## src/design/ptrm_pkg.sv

```systemverilog
`timescale 1ns / 1ps
// ----------------------------------------------------------------------------
// ptrm_pkg: shared types and constants of the pulse timestamp rpm meter
// Item structs, arithmetic request types, register decode and FSM states.
// ----------------------------------------------------------------------------
package ptrm_pkg;

    localparam int RING_DEPTH_DEF = 64;
    localparam int SLOT_W         = 6;
    localparam int SLOTS_LEFT_W   = 7;
    localparam int TIME_W         = 32;
    localparam int SPEED_W        = 32;
    localparam int CONST_W        = 48;
    localparam int NUM_W          = 64;
    localparam int APB_DATA_W     = 64;
    localparam int APB_ADDR_W     = 4;

    localparam logic [TIME_W-1:0]  MASK_WIDE   = 32'hFFFF_FFFF;
    localparam logic [TIME_W-1:0]  MASK_NARROW = 32'h0000_FFFF;
    localparam logic [SPEED_W-1:0] ONE_Q8      = 32'd256;

    localparam logic ACT_CAPTURE = 1'b0;
    localparam logic ACT_UPDATE  = 1'b1;

    localparam logic REG_SPEED_CONST = 1'b0;
    localparam logic REG_WIDE_TIMER  = 1'b1;

    typedef struct packed {
        logic                    action;
        logic [TIME_W-1:0]       pulse_time;
        logic [SLOT_W-1:0]       capture_slot;
        logic [SLOTS_LEFT_W-1:0] slots_left;
        logic [TIME_W-1:0]       timer_now;
    } t_in_item;

    typedef struct packed {
        logic [SPEED_W-1:0] speed_q8;
        logic               stopped;
    } t_out_item;

    typedef struct packed {
        logic               start;
        logic [NUM_W-1:0]   num;
        logic [TIME_W-1:0]  den;
    } t_div_req;

    typedef struct packed {
        logic               done;
        logic [SPEED_W-1:0] quot;
    } t_div_rsp;

    typedef enum logic [2:0] {
        ST_IDLE,
        ST_STAMP,
        ST_MUL,
        ST_DIV_SPEED,
        ST_ELAPSED,
        ST_DIV_CAP,
        ST_FINISH
    } t_state;

endpackage

```

## src/design/ptrm_ring.sv

```systemverilog
`timescale 1ns / 1ps
// ----------------------------------------------------------------------------
// ptrm_ring: capture timestamp ring
// One write port, one registered read port, zero sweep after reset.
// ----------------------------------------------------------------------------
module ptrm_ring #(
    parameter int RING_DEPTH = ptrm_pkg::RING_DEPTH_DEF
) (
    input  logic                          i_clk,
    input  logic                          i_rst_n,
    input  logic                          i_wr_en,
    input  logic [$clog2(RING_DEPTH)-1:0] i_wr_addr,
    input  logic [ptrm_pkg::TIME_W-1:0]   i_wr_data,
    input  logic                          i_rd_en,
    input  logic [$clog2(RING_DEPTH)-1:0] i_rd_addr,
    output logic [ptrm_pkg::TIME_W-1:0]   o_rd_data,
    output logic                          o_busy
);

    localparam int IDX_W = $clog2(RING_DEPTH);

    logic [ptrm_pkg::TIME_W-1:0] r_mem [RING_DEPTH];
    logic [ptrm_pkg::TIME_W-1:0] r_rd_data;
    logic                        r_clr_busy;
    logic [IDX_W-1:0]            r_clr_addr;

    always_ff @(posedge i_clk) begin
        if (!i_rst_n) begin
            r_clr_busy <= 1'b1;
            r_clr_addr <= '0;
        end else if (r_clr_busy) begin
            r_clr_addr <= r_clr_addr + IDX_W'(1);
            if (r_clr_addr == IDX_W'(RING_DEPTH - 1)) begin
                r_clr_busy <= 1'b0;
            end
        end
    end

    always_ff @(posedge i_clk) begin
        if (r_clr_busy) begin
            r_mem[r_clr_addr] <= '0;
        end else if (i_wr_en) begin
            r_mem[i_wr_addr] <= i_wr_data;
        end
    end

    always_ff @(posedge i_clk) begin
        if (i_rd_en) begin
            r_rd_data <= r_mem[i_rd_addr];
        end
    end

    assign o_rd_data = r_rd_data;
    assign o_busy    = r_clr_busy;

endmodule

```

## src/design/ptrm_sermul.sv

```systemverilog
`timescale 1ns / 1ps
// ----------------------------------------------------------------------------
// ptrm_sermul: bit-serial shift-add multiplier
// Multiplies the speed constant by the pulse count, one multiplier bit a cycle.
// ----------------------------------------------------------------------------
module ptrm_sermul #(
    parameter int MUL_W = 6
) (
    input  logic                         i_clk,
    input  logic                         i_rst_n,
    input  logic                         i_start,
    input  logic [ptrm_pkg::CONST_W-1:0] i_mcand,
    input  logic [MUL_W-1:0]             i_mplier,
    output logic                         o_done,
    output logic [ptrm_pkg::NUM_W-1:0]   o_prod
);

    logic                       r_busy;
    logic [ptrm_pkg::NUM_W-1:0] r_acc;
    logic [ptrm_pkg::NUM_W-1:0] r_a;
    logic [MUL_W-1:0]           r_b;

    always_ff @(posedge i_clk) begin
        if (!i_rst_n) begin
            r_busy <= 1'b0;
        end else if (i_start) begin
            r_busy <= 1'b1;
        end else if (r_busy && (r_b == '0)) begin
            r_busy <= 1'b0;
        end
    end

    always_ff @(posedge i_clk) begin
        if (i_start) begin
            r_acc <= '0;
            r_a   <= ptrm_pkg::NUM_W'(i_mcand);
            r_b   <= i_mplier;
        end else if (r_busy && (r_b != '0)) begin
            r_acc <= r_b[0] ? (r_acc + r_a) : r_acc;
            r_a   <= {r_a[ptrm_pkg::NUM_W-2:0], 1'b0};
            r_b   <= r_b >> 1;
        end
    end

    assign o_done = r_busy && (r_b == '0);
    assign o_prod = r_acc;

endmodule

```

## src/design/ptrm_serdiv.sv

```systemverilog
`timescale 1ns / 1ps
// ----------------------------------------------------------------------------
// ptrm_serdiv: bit-serial restoring divider, 64 by 32 bits
// One quotient bit a cycle; saturates to all ones on overflow or zero divisor.
// ----------------------------------------------------------------------------
module ptrm_serdiv (
    input  logic               i_clk,
    input  logic               i_rst_n,
    input  ptrm_pkg::t_div_req i_req,
    output ptrm_pkg::t_div_rsp o_rsp
);

    localparam int QW = ptrm_pkg::SPEED_W;
    localparam int DW = ptrm_pkg::TIME_W;

    logic          r_busy;
    logic          r_done;
    logic [4:0]    r_cnt;
    logic [DW-1:0] r_rem;
    logic [QW-1:0] r_quo;
    logic [DW-1:0] r_den;

    logic [DW:0]   w_trial;
    logic [DW:0]   w_diff;
    logic          w_ge;
    logic          w_sat;

    assign w_trial = {r_rem, r_quo[QW-1]};
    assign w_diff  = w_trial - {1'b0, r_den};
    assign w_ge    = w_trial >= {1'b0, r_den};
    assign w_sat   = (i_req.den == '0) ||
                     (i_req.num[ptrm_pkg::NUM_W-1:QW] >= i_req.den);

    always_ff @(posedge i_clk) begin
        if (!i_rst_n) begin
            r_busy <= 1'b0;
            r_done <= 1'b0;
            r_cnt  <= '0;
        end else begin
            r_done <= 1'b0;
            if (i_req.start) begin
                r_cnt  <= '0;
                r_busy <= !w_sat;
                r_done <= w_sat;
            end else if (r_busy) begin
                r_cnt <= r_cnt + 5'd1;
                if (r_cnt == 5'd31) begin
                    r_busy <= 1'b0;
                    r_done <= 1'b1;
                end
            end
        end
    end

    always_ff @(posedge i_clk) begin
        if (i_req.start) begin
            r_den <= i_req.den;
            if (w_sat) begin
                r_quo <= '1;
            end else begin
                r_rem <= i_req.num[ptrm_pkg::NUM_W-1:QW];
                r_quo <= i_req.num[QW-1:0];
            end
        end else if (r_busy) begin
            r_rem <= w_ge ? w_diff[DW-1:0] : w_trial[DW-1:0];
            r_quo <= {r_quo[QW-2:0], w_ge};
        end
    end

    assign o_rsp.done = r_done;
    assign o_rsp.quot = r_quo;

endmodule

```

## src/design/pulse_timestamp_rpm_meter_unit.sv

```systemverilog
`timescale 1ns / 1ps
// ----------------------------------------------------------------------------
// pulse_timestamp_rpm_meter_unit: period-based tachometer
// Input transactions either store a pulse timestamp in the capture ring or
// request a speed update. Each update returns one output transaction with
// the speed in rpm (unsigned Q24.8, saturated) and a stopped flag.
// A capture is written to the ring as it is accepted. An update runs the
// control states, plus a shift-add multiply and a serial divide when new
// pulses give a valid period, plus a serial divide for the elapsed-time
// cap unless the elapsed time is zero or past the stop threshold. The
// serial divider, one quotient bit a cycle, dominates the update time.
// One transaction is in work at a time; a finished result sits in the
// output register, and the next input transaction is taken while it waits.
// If the receiver stalls and a second result is ready, the update holds
// until the output register frees up.
// After reset the ring is swept to zero, slot by slot, with input
// ready low; configuration writes are taken during the sweep.
// Registers: speed constant at 0x0, wide timer select at 0x8.
// ----------------------------------------------------------------------------
module pulse_timestamp_rpm_meter_unit #(
    parameter int RING_DEPTH = ptrm_pkg::RING_DEPTH_DEF
) (
    input  logic                                i_clk,
    input  logic                                i_rst_n,
    input  logic                                i_in_valid,
    output logic                                o_in_ready,
    input  ptrm_pkg::t_in_item                  i_in_data,
    output logic                                o_out_valid,
    input  logic                                i_out_ready,
    output ptrm_pkg::t_out_item                 o_out_data,
    input  logic                                psel,
    input  logic                                penable,
    input  logic                                pwrite,
    input  logic [ptrm_pkg::APB_ADDR_W-1:0]     paddr,
    input  logic [ptrm_pkg::APB_DATA_W-1:0]     pwdata,
    output logic [ptrm_pkg::APB_DATA_W-1:0]     prdata,
    output logic                                pready
);

    localparam int IDX_W     = $clog2(RING_DEPTH);
    localparam int TAB_DEPTH = 2 ** ptrm_pkg::SLOTS_LEFT_W;
    localparam int TW        = ptrm_pkg::TIME_W;
    localparam int SW        = ptrm_pkg::SPEED_W;

    // config
    logic [ptrm_pkg::CONST_W-1:0] r_speed_const;
    logic                         r_wide;

    // control and model state
    ptrm_pkg::t_state  r_state;
    ptrm_pkg::t_state  n_state;
    logic [IDX_W-1:0]  r_read_pos;
    logic [TW-1:0]     r_anchor;
    logic [SW-1:0]     r_valid_speed;
    logic              r_out_valid;

    // payload
    logic [TW-1:0]       r_now;
    logic [IDX_W-1:0]    r_wpos;
    logic [IDX_W-1:0]    r_pulses;
    logic [TW-1:0]       r_delta;
    logic [SW-1:0]       r_speed;
    logic                r_stopped;
    ptrm_pkg::t_out_item r_out_data;

    logic [IDX_W-1:0] w_mod_tab [TAB_DEPTH];
    logic [IDX_W-1:0] w_slot_mod;
    logic [IDX_W-1:0] w_left_mod;
    logic [IDX_W-1:0] w_wpos;
    logic [IDX_W-1:0] w_pulses;
    logic [IDX_W-1:0] w_newest;
    logic [TW-1:0]    w_mask;
    logic [TW-1:0]    w_half;
    logic [TW-1:0]    w_rd_data;
    logic [TW-1:0]    w_delta;
    logic             w_delta_ok;
    logic [TW-1:0]    w_elapsed;
    logic             w_ring_busy;
    logic             w_accept;
    logic             w_out_free;
    logic             w_wr_en;
    logic             w_rd_en;
    logic             w_mul_start;
    logic             w_mul_done;
    logic [ptrm_pkg::NUM_W-1:0] w_prod;
    ptrm_pkg::t_div_req         w_div_req;
    ptrm_pkg::t_div_rsp         w_div_rsp;

    // slot reduction table
    for (genvar g = 0; g < TAB_DEPTH; g++) begin : g_mod_tab
        assign w_mod_tab[g] = IDX_W'(g % RING_DEPTH);
    end

    assign w_slot_mod = w_mod_tab[{1'b0, i_in_data.capture_slot}];
    assign w_left_mod = w_mod_tab[i_in_data.slots_left];
    assign w_wpos     = (w_left_mod == '0) ? '0 :
                        IDX_W'((IDX_W + 1)'(RING_DEPTH) - (IDX_W + 1)'(w_left_mod));
    assign w_pulses   = (w_wpos >= r_read_pos) ? (w_wpos - r_read_pos) :
                        IDX_W'((IDX_W + 1)'(w_wpos) + (IDX_W + 1)'(RING_DEPTH)
                               - (IDX_W + 1)'(r_read_pos));
    assign w_newest   = (w_wpos == '0) ? IDX_W'(RING_DEPTH - 1) : (w_wpos - IDX_W'(1));

    assign w_mask     = r_wide ? ptrm_pkg::MASK_WIDE : ptrm_pkg::MASK_NARROW;
    assign w_half     = w_mask >> 1;
    assign w_delta    = (w_rd_data - r_anchor) & w_mask;
    assign w_delta_ok = (w_delta != '0) && (w_delta < w_half);
    assign w_elapsed  = (r_now - r_anchor) & w_mask;

    assign o_in_ready = (r_state == ptrm_pkg::ST_IDLE) && !w_ring_busy;
    assign w_accept   = i_in_valid && o_in_ready;
    assign w_out_free = !r_out_valid || i_out_ready;

    // config port
    assign pready = 1'b1;

    always_ff @(posedge i_clk) begin
        if (!i_rst_n) begin
            r_speed_const <= '0;
            r_wide        <= 1'b1;
        end else if (psel && penable && pwrite) begin
            unique case (paddr[3])
                ptrm_pkg::REG_SPEED_CONST: r_speed_const <= pwdata[ptrm_pkg::CONST_W-1:0];
                ptrm_pkg::REG_WIDE_TIMER:  r_wide        <= pwdata[0];
                default:                   r_wide        <= r_wide;
            endcase
        end
    end

    always_comb begin
        unique case (paddr[3])
            ptrm_pkg::REG_SPEED_CONST: prdata = ptrm_pkg::APB_DATA_W'(r_speed_const);
            ptrm_pkg::REG_WIDE_TIMER:  prdata = ptrm_pkg::APB_DATA_W'(r_wide);
            default:                   prdata = '0;
        endcase
    end

    // sequencer
    always_ff @(posedge i_clk) begin
        if (!i_rst_n) begin
            r_state <= ptrm_pkg::ST_IDLE;
        end else begin
            r_state <= n_state;
        end
    end

    always_comb begin
        n_state     = r_state;
        w_wr_en     = 1'b0;
        w_rd_en     = 1'b0;
        w_mul_start = 1'b0;
        w_div_req   = '0;
        unique case (r_state)
            ptrm_pkg::ST_IDLE: begin
                if (w_accept) begin
                    if (i_in_data.action == ptrm_pkg::ACT_CAPTURE) begin
                        w_wr_en = 1'b1;
                    end else if (w_pulses != '0) begin
                        w_rd_en = 1'b1;
                        n_state = ptrm_pkg::ST_STAMP;
                    end else begin
                        n_state = ptrm_pkg::ST_ELAPSED;
                    end
                end
            end
            ptrm_pkg::ST_STAMP: begin
                w_mul_start = w_delta_ok;
                n_state     = w_delta_ok ? ptrm_pkg::ST_MUL : ptrm_pkg::ST_ELAPSED;
            end
            ptrm_pkg::ST_MUL: begin
                if (w_mul_done) begin
                    w_div_req.start = 1'b1;
                    w_div_req.num   = w_prod;
                    w_div_req.den   = r_delta;
                    n_state         = ptrm_pkg::ST_DIV_SPEED;
                end
            end
            ptrm_pkg::ST_DIV_SPEED: begin
                if (w_div_rsp.done) begin
                    n_state = ptrm_pkg::ST_ELAPSED;
                end
            end
            ptrm_pkg::ST_ELAPSED: begin
                if (w_elapsed > w_half) begin
                    n_state = ptrm_pkg::ST_FINISH;
                end else if (w_elapsed != '0) begin
                    w_div_req.start = 1'b1;
                    w_div_req.num   = ptrm_pkg::NUM_W'(r_speed_const);
                    w_div_req.den   = w_elapsed;
                    n_state         = ptrm_pkg::ST_DIV_CAP;
                end else begin
                    n_state = ptrm_pkg::ST_FINISH;
                end
            end
            ptrm_pkg::ST_DIV_CAP: begin
                if (w_div_rsp.done) begin
                    n_state = ptrm_pkg::ST_FINISH;
                end
            end
            ptrm_pkg::ST_FINISH: begin
                if (w_out_free) begin
                    n_state = ptrm_pkg::ST_IDLE;
                end
            end
            default: n_state = ptrm_pkg::ST_IDLE;
        endcase
    end

    // tachometer state
    always_ff @(posedge i_clk) begin
        if (!i_rst_n) begin
            r_read_pos    <= '0;
            r_anchor      <= '0;
            r_valid_speed <= '0;
            r_out_valid   <= 1'b0;
        end else begin
            if (r_state == ptrm_pkg::ST_STAMP) begin
                r_anchor   <= w_rd_data;
                r_read_pos <= r_wpos;
            end
            if ((r_state == ptrm_pkg::ST_DIV_SPEED) && w_div_rsp.done) begin
                r_valid_speed <= w_div_rsp.quot;
            end
            if ((r_state == ptrm_pkg::ST_ELAPSED) && (w_elapsed > w_half)) begin
                r_valid_speed <= '0;
            end
            if ((r_state == ptrm_pkg::ST_FINISH) && w_out_free) begin
                r_out_valid <= 1'b1;
            end else if (i_out_ready) begin
                r_out_valid <= 1'b0;
            end
        end
    end

    always_ff @(posedge i_clk) begin
        if (w_accept) begin
            r_now    <= i_in_data.timer_now;
            r_wpos   <= w_wpos;
            r_pulses <= w_pulses;
        end
        if (r_state == ptrm_pkg::ST_STAMP) begin
            r_delta <= w_delta;
        end
        if (r_state == ptrm_pkg::ST_ELAPSED) begin
            if (w_elapsed > w_half) begin
                r_speed   <= '0;
                r_stopped <= 1'b1;
            end else begin
                r_speed   <= r_valid_speed;
                r_stopped <= 1'b0;
            end
        end
        if ((r_state == ptrm_pkg::ST_DIV_CAP) && w_div_rsp.done) begin
            r_speed <= (w_div_rsp.quot < r_valid_speed) ? w_div_rsp.quot : r_valid_speed;
        end
        if ((r_state == ptrm_pkg::ST_FINISH) && w_out_free) begin
            r_out_data.speed_q8 <= (r_speed < ptrm_pkg::ONE_Q8) ? '0 : r_speed;
            r_out_data.stopped  <= r_stopped;
        end
    end

    assign o_out_valid = r_out_valid;
    assign o_out_data  = r_out_data;

    ptrm_ring #(
        .RING_DEPTH (RING_DEPTH)
    ) u_ring (
        .i_clk     (i_clk),
        .i_rst_n   (i_rst_n),
        .i_wr_en   (w_wr_en),
        .i_wr_addr (w_slot_mod),
        .i_wr_data (i_in_data.pulse_time),
        .i_rd_en   (w_rd_en),
        .i_rd_addr (w_newest),
        .o_rd_data (w_rd_data),
        .o_busy    (w_ring_busy)
    );

    ptrm_sermul #(
        .MUL_W (IDX_W)
    ) u_mul (
        .i_clk    (i_clk),
        .i_rst_n  (i_rst_n),
        .i_start  (w_mul_start),
        .i_mcand  (r_speed_const),
        .i_mplier (r_pulses),
        .o_done   (w_mul_done),
        .o_prod   (w_prod)
    );

    ptrm_serdiv u_div (
        .i_clk   (i_clk),
        .i_rst_n (i_rst_n),
        .i_req   (w_div_req),
        .o_rsp   (w_div_rsp)
    );

endmodule
```

## config.mk

```make
export PLATFORM = sky130hd
export DESIGN_NAME = pulse_timestamp_rpm_meter_unit
export DESIGN_NICKNAME = d
export VERILOG_FILES = /design/src/design/ptrm_pkg.sv /design/src/design/ptrm_ring.sv /design/src/design/ptrm_sermul.sv /design/src/design/ptrm_serdiv.sv /design/src/design/pulse_timestamp_rpm_meter_unit.sv
export SDC_FILE = /design/constraint.sdc
export NUM_CORES = 2
export LEC_CHECK = 0
export BUFFER_PORTS_ARGS = -buffer_cell sky130_fd_sc_hd__buf_2
export CAP_MARGIN = 20
export CORE_UTILIZATION = 29
export CTS_CLUSTER_SIZE = 28
export DETAILED_ROUTE_END_ITERATION = 6
export HOLD_SLACK_MARGIN = 0.15
export PLACE_DENSITY = 0.44
export REMOVE_ABC_BUFFERS = 1
export SETUP_SLACK_MARGIN = 0.4
export SYNTH_ARGS = -nofsm -noshare
export SYNTH_HDL_FRONTEND = slang
export SYNTH_SLANG_ARGS = --single-unit
```

## constraint.sdc

```tcl
create_clock -name i_clk -period 23.3 [get_ports i_clk]
set_clock_uncertainty 0.15 [all_clocks]
set_input_delay 2.33 -clock i_clk [delete_from_list [all_inputs] [get_ports i_clk]]
set_output_delay 2.33 -clock i_clk [all_outputs]
set_load 0.01 [all_outputs]
```

# After elaboration in Yosys (flattened, before gate mapping)
# Memory sizes are Yosys's and may differ from the RTL's. A register that Yosys moved wholly into a read port is not among the register bits.
# Index checks and enable logic that the tools add are counted.
dict set report word_totals {
  memories 3
  word_cells 178
  register_bits 510
  ramBits 2048
  in_bits 153
  output_inout_bits 100
  rom_bits 1536
}
dict set report op_classes {
  n_eq_ne 15
  order_cmp 9
  mux 68
  reduce_logical 38
  addsub 11
  bitwise_logic 6
}
# memory depth width read_ports rd_clocked_by_memory_dff wr line_no
set mem_list {}
lappend mem_list {u_ring.r_mem 64 32 1 1 1 ptrm_ring.sv:22} ;# logic [ptrm_pkg::TIME_W-1:0] r_mem [RING_DEPTH];
lappend mem_list {{(no name shown)} 128 6 1 0 0 pulse_timestamp_rpm_meter_unit.sv:95} ;# assign w_left_mod = w_mod_tab[i_in_data.slots_left];
lappend mem_list {{(no name shown)} 128 6 1 0 0 pulse_timestamp_rpm_meter_unit.sv:94} ;# assign w_slot_mod = w_mod_tab[{1'b0, i_in_data.capture_slot}];
# operator count
set ops {}
lappend ops {{two-way mux 32 bit} 13}
lappend ops {{two-way mux 97 bit} 3}
lappend ops {{case mux 97 bit (2 select lines)} 1}
lappend ops {{case mux 64 bit (2 select lines)} 1}
lappend ops {{two-way mux 48 bit} 2}
lappend ops {{subtractor 32 bit} 3}
lappend ops {{adder 64 bit} 1}
lappend ops {{AND 32 bit} 2}
lappend ops {{nonzero test 32 bit} 2}
lappend ops {{two-way mux 6 bit} 10}
lappend ops {{greater-or-equal comparator 33 x 32 -> 1 bit} 1}
lappend ops {{greater-or-equal comparator 32 bit} 1}
lappend ops {{> comparator 32 x 31 -> 1 bit} 1}
lappend ops {{zero test 32 bit} 1}
lappend ops {{less-than comparator 32 x 31 -> 1 bit} 1}
lappend ops {{less-than comparator 32 bit} 1}
lappend ops {{less-than comparator 32 x 9 -> 1 bit, second input constant} 1}
lappend ops {{OR reduction 32 bit} 1}
lappend ops {{two-way mux 1 bit} 27}
lappend ops {{two-way mux 3 bit} 8}
lappend ops {{case mux 3 bit (7 select lines)} 1}
lappend ops {{zero test 6 bit} 3}
lappend ops {{greater-or-equal comparator 8 bit, second input constant} 2}
lappend ops {{adder 6 x 1 -> 6 bit, second input constant} 2}
lappend ops {{25 further kinds} 58}

# Logic depth before layout (Yosys ltp)
dict set report logic_depth {
  ltp_word 14
  depth_mapped 37
  ltp_nobuf 34
}

# Cells and area by module
# A second synthesis with hierarchy kept.
dict set report hier_totals {
  hier_cells 7238
  area_unflattened_um2 111563.2
}
# mod cells_per_inst area_per_inst_um2 n_inst
set by_module_without_submodules {}
lappend by_module_without_submodules {ptrm_ring 3564 79767.8 1}
lappend by_module_without_submodules {pulse_timestamp_rpm_meter_unit 1951 16076.7 1}
lappend by_module_without_submodules {ptrm_sermul 1030 8795.9 1}
lappend by_module_without_submodules {ptrm_serdiv 693 6922.9 1}

# Worst setup path before layout
# No wires, ideal clock.
dict set report synth_timing {
  path_kind {register to register}
  start {reg r_anchor[1]}
  end {reg u_div.r_rem[0], enable pin}
  path_slack_ps 15163
  arrival_ps 7598
  period_less_slack_ps 8137
  path_stages_with_launch 37
  n_path_buf 3
  cell_sequence {dfxtp_1 inv_1 ha_1 nor2b_1 o31a_1 o31a_1 or3_1 a31o_2 nand3_1 nand2_1 xor2_1 ha_1 and4_1 nand4_1 o31ai_1 o211ai_1 a21o_1 a21oi_1 clkbuf_1 a22o_1 ha_1 nand2b_1 a21o_1 a21o_1 a21o_1 a21o_1 a21o_1 a21o_1 a21o_1 a221oi_1 o211a_1 or3_1 nand2_1 a41o_1 buf_6 buf_6 nand2_1}
}
# element line_no
set synth_rtl {}
lappend synth_rtl {{from (decl)} pulse_timestamp_rpm_meter_unit.sv:53} ;# logic [TW-1:0] r_anchor;
lappend synth_rtl {{from (signal assigned)} pulse_timestamp_rpm_meter_unit.sv:217} ;# r_anchor <= w_rd_data;
lappend synth_rtl {{to (signal assigned)} ptrm_serdiv.sv:61} ;# r_rem <= i_req.num[ptrm_pkg::NUM_W-1:QW];
lappend synth_rtl {{to (signal assigned)} ptrm_serdiv.sv:65} ;# r_rem <= w_ge ? w_diff[DW-1:0] : w_trial[DW-1:0];
lappend synth_rtl {{to (decl)} ptrm_serdiv.sv:19} ;# logic [DW-1:0] r_rem;

# Final worst setup path
dict set report layout_timing {
  start {reg r_anchor[1]}
  end {reg u_div.r_rem[4], enable pin}
}
dict set report layout_between {
  elab_chain_cells 10
  elab_cells_between_ends 13
}
# element line_no
set layout_rtl {}
lappend layout_rtl {{subtractor 32 bit *} pulse_timestamp_rpm_meter_unit.sv:107} ;# assign w_elapsed = (r_now - r_anchor) & w_mask;
lappend layout_rtl {{AND 32 bit *} pulse_timestamp_rpm_meter_unit.sv:107}
lappend layout_rtl {{parallel branches: the longest is 2 deep, another holds > comparator 32 x 31 -> 1 bit} -}
lappend layout_rtl {{two-way mux 97 bit *} pulse_timestamp_rpm_meter_unit.sv:183} ;# if (w_elapsed > w_half) begin
lappend layout_rtl {{case mux 97 bit (2 select lines) *} pulse_timestamp_rpm_meter_unit.sv:152} ;# unique case (r_state)
lappend layout_rtl {{greater-or-equal comparator 32 bit / zero test 32 bit (equally long branches)} {ptrm_serdiv.sv:32, ptrm_serdiv.sv:31}}
lappend layout_rtl {{logical OR 1 bit} ptrm_serdiv.sv:31} ;# assign w_sat = (i_req.den == '0) ||
lappend layout_rtl {{!= test 2 bit (no line)} -}
lappend layout_rtl {{AND reduction 2 bit (no line) *} -}
# Every way passes the cells marked *.
# A chain may end at the register's enable or synchronous reset.

==> summary.txt <==
outcome = complete, no violations
Max Cap Violations = 0
CP Buf/Inv Count = 5
most frequent cells in the layout = edfxtp_1, nand2_1, mux4_2
die width = 620.6 µm
Pwr Total = 10290 µW
Post-DRT Antenna Nets = 0
RePlAce Congestion = 0.7934
drt drc = 0
Tcrit/Tclk final = 40.47%
H-tree levels = 5
Yosys top cell by area = edfxtp_1
Resize count post-CTS = 0
Longest Clk Path Bufs = 4
Slew HR = 14.20%
Seq/Total Area, Yosys = 68.12%
asr flop ratio synth = 0%
nets = 7791
fmax = 106.1 MHz
Hold WC Path Type = reg2reg
Int Power = 7934 µW
all-layer global routing usage = 16.32%
Die Area = 0.3852 mm²
core outline area = 0.3798 mm²
mapped cell area = 0.1110 mm²
Post-synth EDFFs = 2372
most common cell after layout, fill and taps aside = edfxtp_1
Main synth FF type = edfxtp_1
vias in the first global route = 65206
total congestion overflow = 0
Synth area leaders = edfxtp_1, mux4_2, dfxtp_1
clock latency on the worst-skew pair = 0.94 ns
Gate power share = 5.8%
TritonCTS clock tree = yes
Initial Util = 29.22%
I/O pins = 253
antenna violations before repair = 30
family with the most delay on the worst path = compound AO/OA/AOI/OAI gates
clock sinks = 2590
leakage = 0.04265 µW
DP HPWL = 192900 µm
final-report max-slew violation count = 0
pwr/cell area = 79.76 mW/mm²
Final min period = 9.429 ns
average size of a mapped cell = 15.69 µm²
Die Span Y = 620.6 µm
warning count from the yosys run = 0
Setup Fix Bufs, Post-CTS = 0
Crit-path slowest cell = buf_4
Core Rows = 226
crit start category = register
Synth top area share = 64.18%
WP data required = 23.65 ns
area of the multi-input gates = 0.03374 mm²
DR vias = 63432
hold buffers post-CTS = 0
Clock transition at path regs = 0.05 ns
detailed-router iteration count before antenna repair = 6
max incr delay on CP = 0.59 ns
vias per std cell = 5.007
net switching power figure = 2353 µW
CTS root buf = clkbuf_16
Setup TNS Final = 0 ns
share of cells above drive strength 1 = 19.98%
synthesized flop and latch total = 2590
drt wl/cell = 25.27 µm
Hold Vio Cnt, Final = 0
critical path capture point type = register
Clock power frac = 45.0%
sequential share of power = 49.2%
CP max FO = 37
RSZ-0062 raised after global routing = no
Synth cell types = 89
switching share of power = 22.87%
most frequent CP cell = a21o_1
Mapped Cells = 7074
final setup fails = 0
Peak VDD IR = 66.66 µV
fillers = 36576
count of buffers from port buffering = 215
Area growth syn-to-layout = 16.21%
worst path arrival time = 9.78 ns
CP Class = reg2reg
first-pass GRT wire length = 460600 µm
Post-Route WL = 320100 µm
slew at the pin closest to its max-slew limit = 1.279 ns
Reg area = 0.07559 mm²
CTS buffer count = 306
DRT iter0 DRCs = 5099
largest net degree at the start of global routing = 98
through the flow:
stage	worst slack [ns]	std cells	cell area [µm²]	hold slack [ns]	utilization, %
floorplan	0.8121	6681	109400	0.2503	-
global placement	13.82	12082	118800	0.2542	31.30
detailed placement	13.78	12085	118900	0.2646	31.31
CTS	13.75	12631	128500	0.2769	33.83
global route	13.30	12658	128900	0.2886	33.95
finish	13.87	12669	129000	0.2804	33.96
power groups by stage:
stage                     combinational (µW)  sequential, µW  clock [µW]
after floorplan                          458            5150           0
after global placement                   603            5160           0
after detailed placement                 605            5160           0
after CTS                                607            5060        4750
after global routing                     646            5070        4920
final                                    597            5060        4630
registers in the layout (all words and copies together) (netlist names), 33 cells and up:
name,flops
o_out_data,33
r_speed_const,48
u_mul.o_prod,64
u_mul.r_a,64
u_ring.r_mem,2048
kinds of logic (layout without fill, tap and decap cells):
logic type / Yosys count / in the layout / synth area share [%]
AOI/OAI and AO/OA: 1291 / 1291 / 8.012
buffers and inverters: 607 / 1157 / 2.158
xor gates and xnor gates: 140 / 140 / 1.105
DFF: 2590 / 2590 / 68.12
muxes: 574 / 574 / 11.01
adders and majority gates: 237 / 237 / 2.706
and+or+nand+nor: 1633 / 1633 / 6.889
other: 2 / 31 / 0.006767
Yosys cell counts (17+ instances only):
| cell | n |
|---|---|
| edfxtp_1 | 2372 |
| nand2_1 | 760 |
| mux4_2 | 512 |
| clkbuf_1 | 330 |
| a21oi_1 | 317 |
| nor2_1 | 262 |
| ha_1 | 232 |
| dfxtp_1 | 218 |
| and2_1 | 211 |
| inv_1 | 196 |
| a211oi_1 | 185 |
| a21o_1 | 129 |
| o21ai_0 | 114 |
| a31oi_1 | 93 |
| nor2b_1 | 92 |
| a21boi_0 | 91 |
| xnor2_1 | 87 |
| a311oi_1 | 69 |
| nor3_1 | 53 |
| xor2_1 | 53 |
| a22o_1 | 50 |
| buf_1 | 48 |
| nand2b_1 | 46 |
| nand3_1 | 37 |
| o21a_1 | 37 |
| nand4_1 | 35 |
| a222oi_1 | 31 |
| mux2_2 | 28 |
| mux2_1 | 25 |
| nor4_1 | 24 |
| or3_1 | 24 |
| and3_1 | 21 |
| o21bai_1 | 20 |
| buf_4 | 19 |
| o211ai_1 | 17 |
area by class of cell:
cell class | instances | share of cell area (%)
inverters | 199 | 0.5908
flip-flops and latches | 2590 | 58.61
clock buffers | 399 | 6.353
well taps | 5016 | 4.866
clock inverters | 147 | 1.078
multi-input cells | 3892 | 26.16
diodes | 14 | 0.02716
repair buffers | 412 | 2.313
worst paths after layout:
check | startpoint | end | slack (ns) | cells after the start
hold reg to reg | r_stopped | o_out_data[0] | 0.28 | 0
hold / removal | r_stopped | o_out_data[0] | 0.28 | 0
setup reg to reg | r_anchor[1] | u_div.r_rem[4] | 13.87 | 35
setup / recovery | r_anchor[1] | u_div.r_rem[4] | 13.87 | 35
per-layer routing:
| metal | up-vias | wire [µm] | GRT usage, % |
|---|---|---|---|
| li1 | 28337 | - | - |
| met3 | 410 | 15930 | 2.299 |
| met2 | 1533 | 154200 | 27.38 |
| met1 | 33146 | 143000 | 22.30 |
| met4 | 6 | 6917 | 3.795 |
| met5 | - | 34 | 0 |
Power figures use the tool's default switching activity.
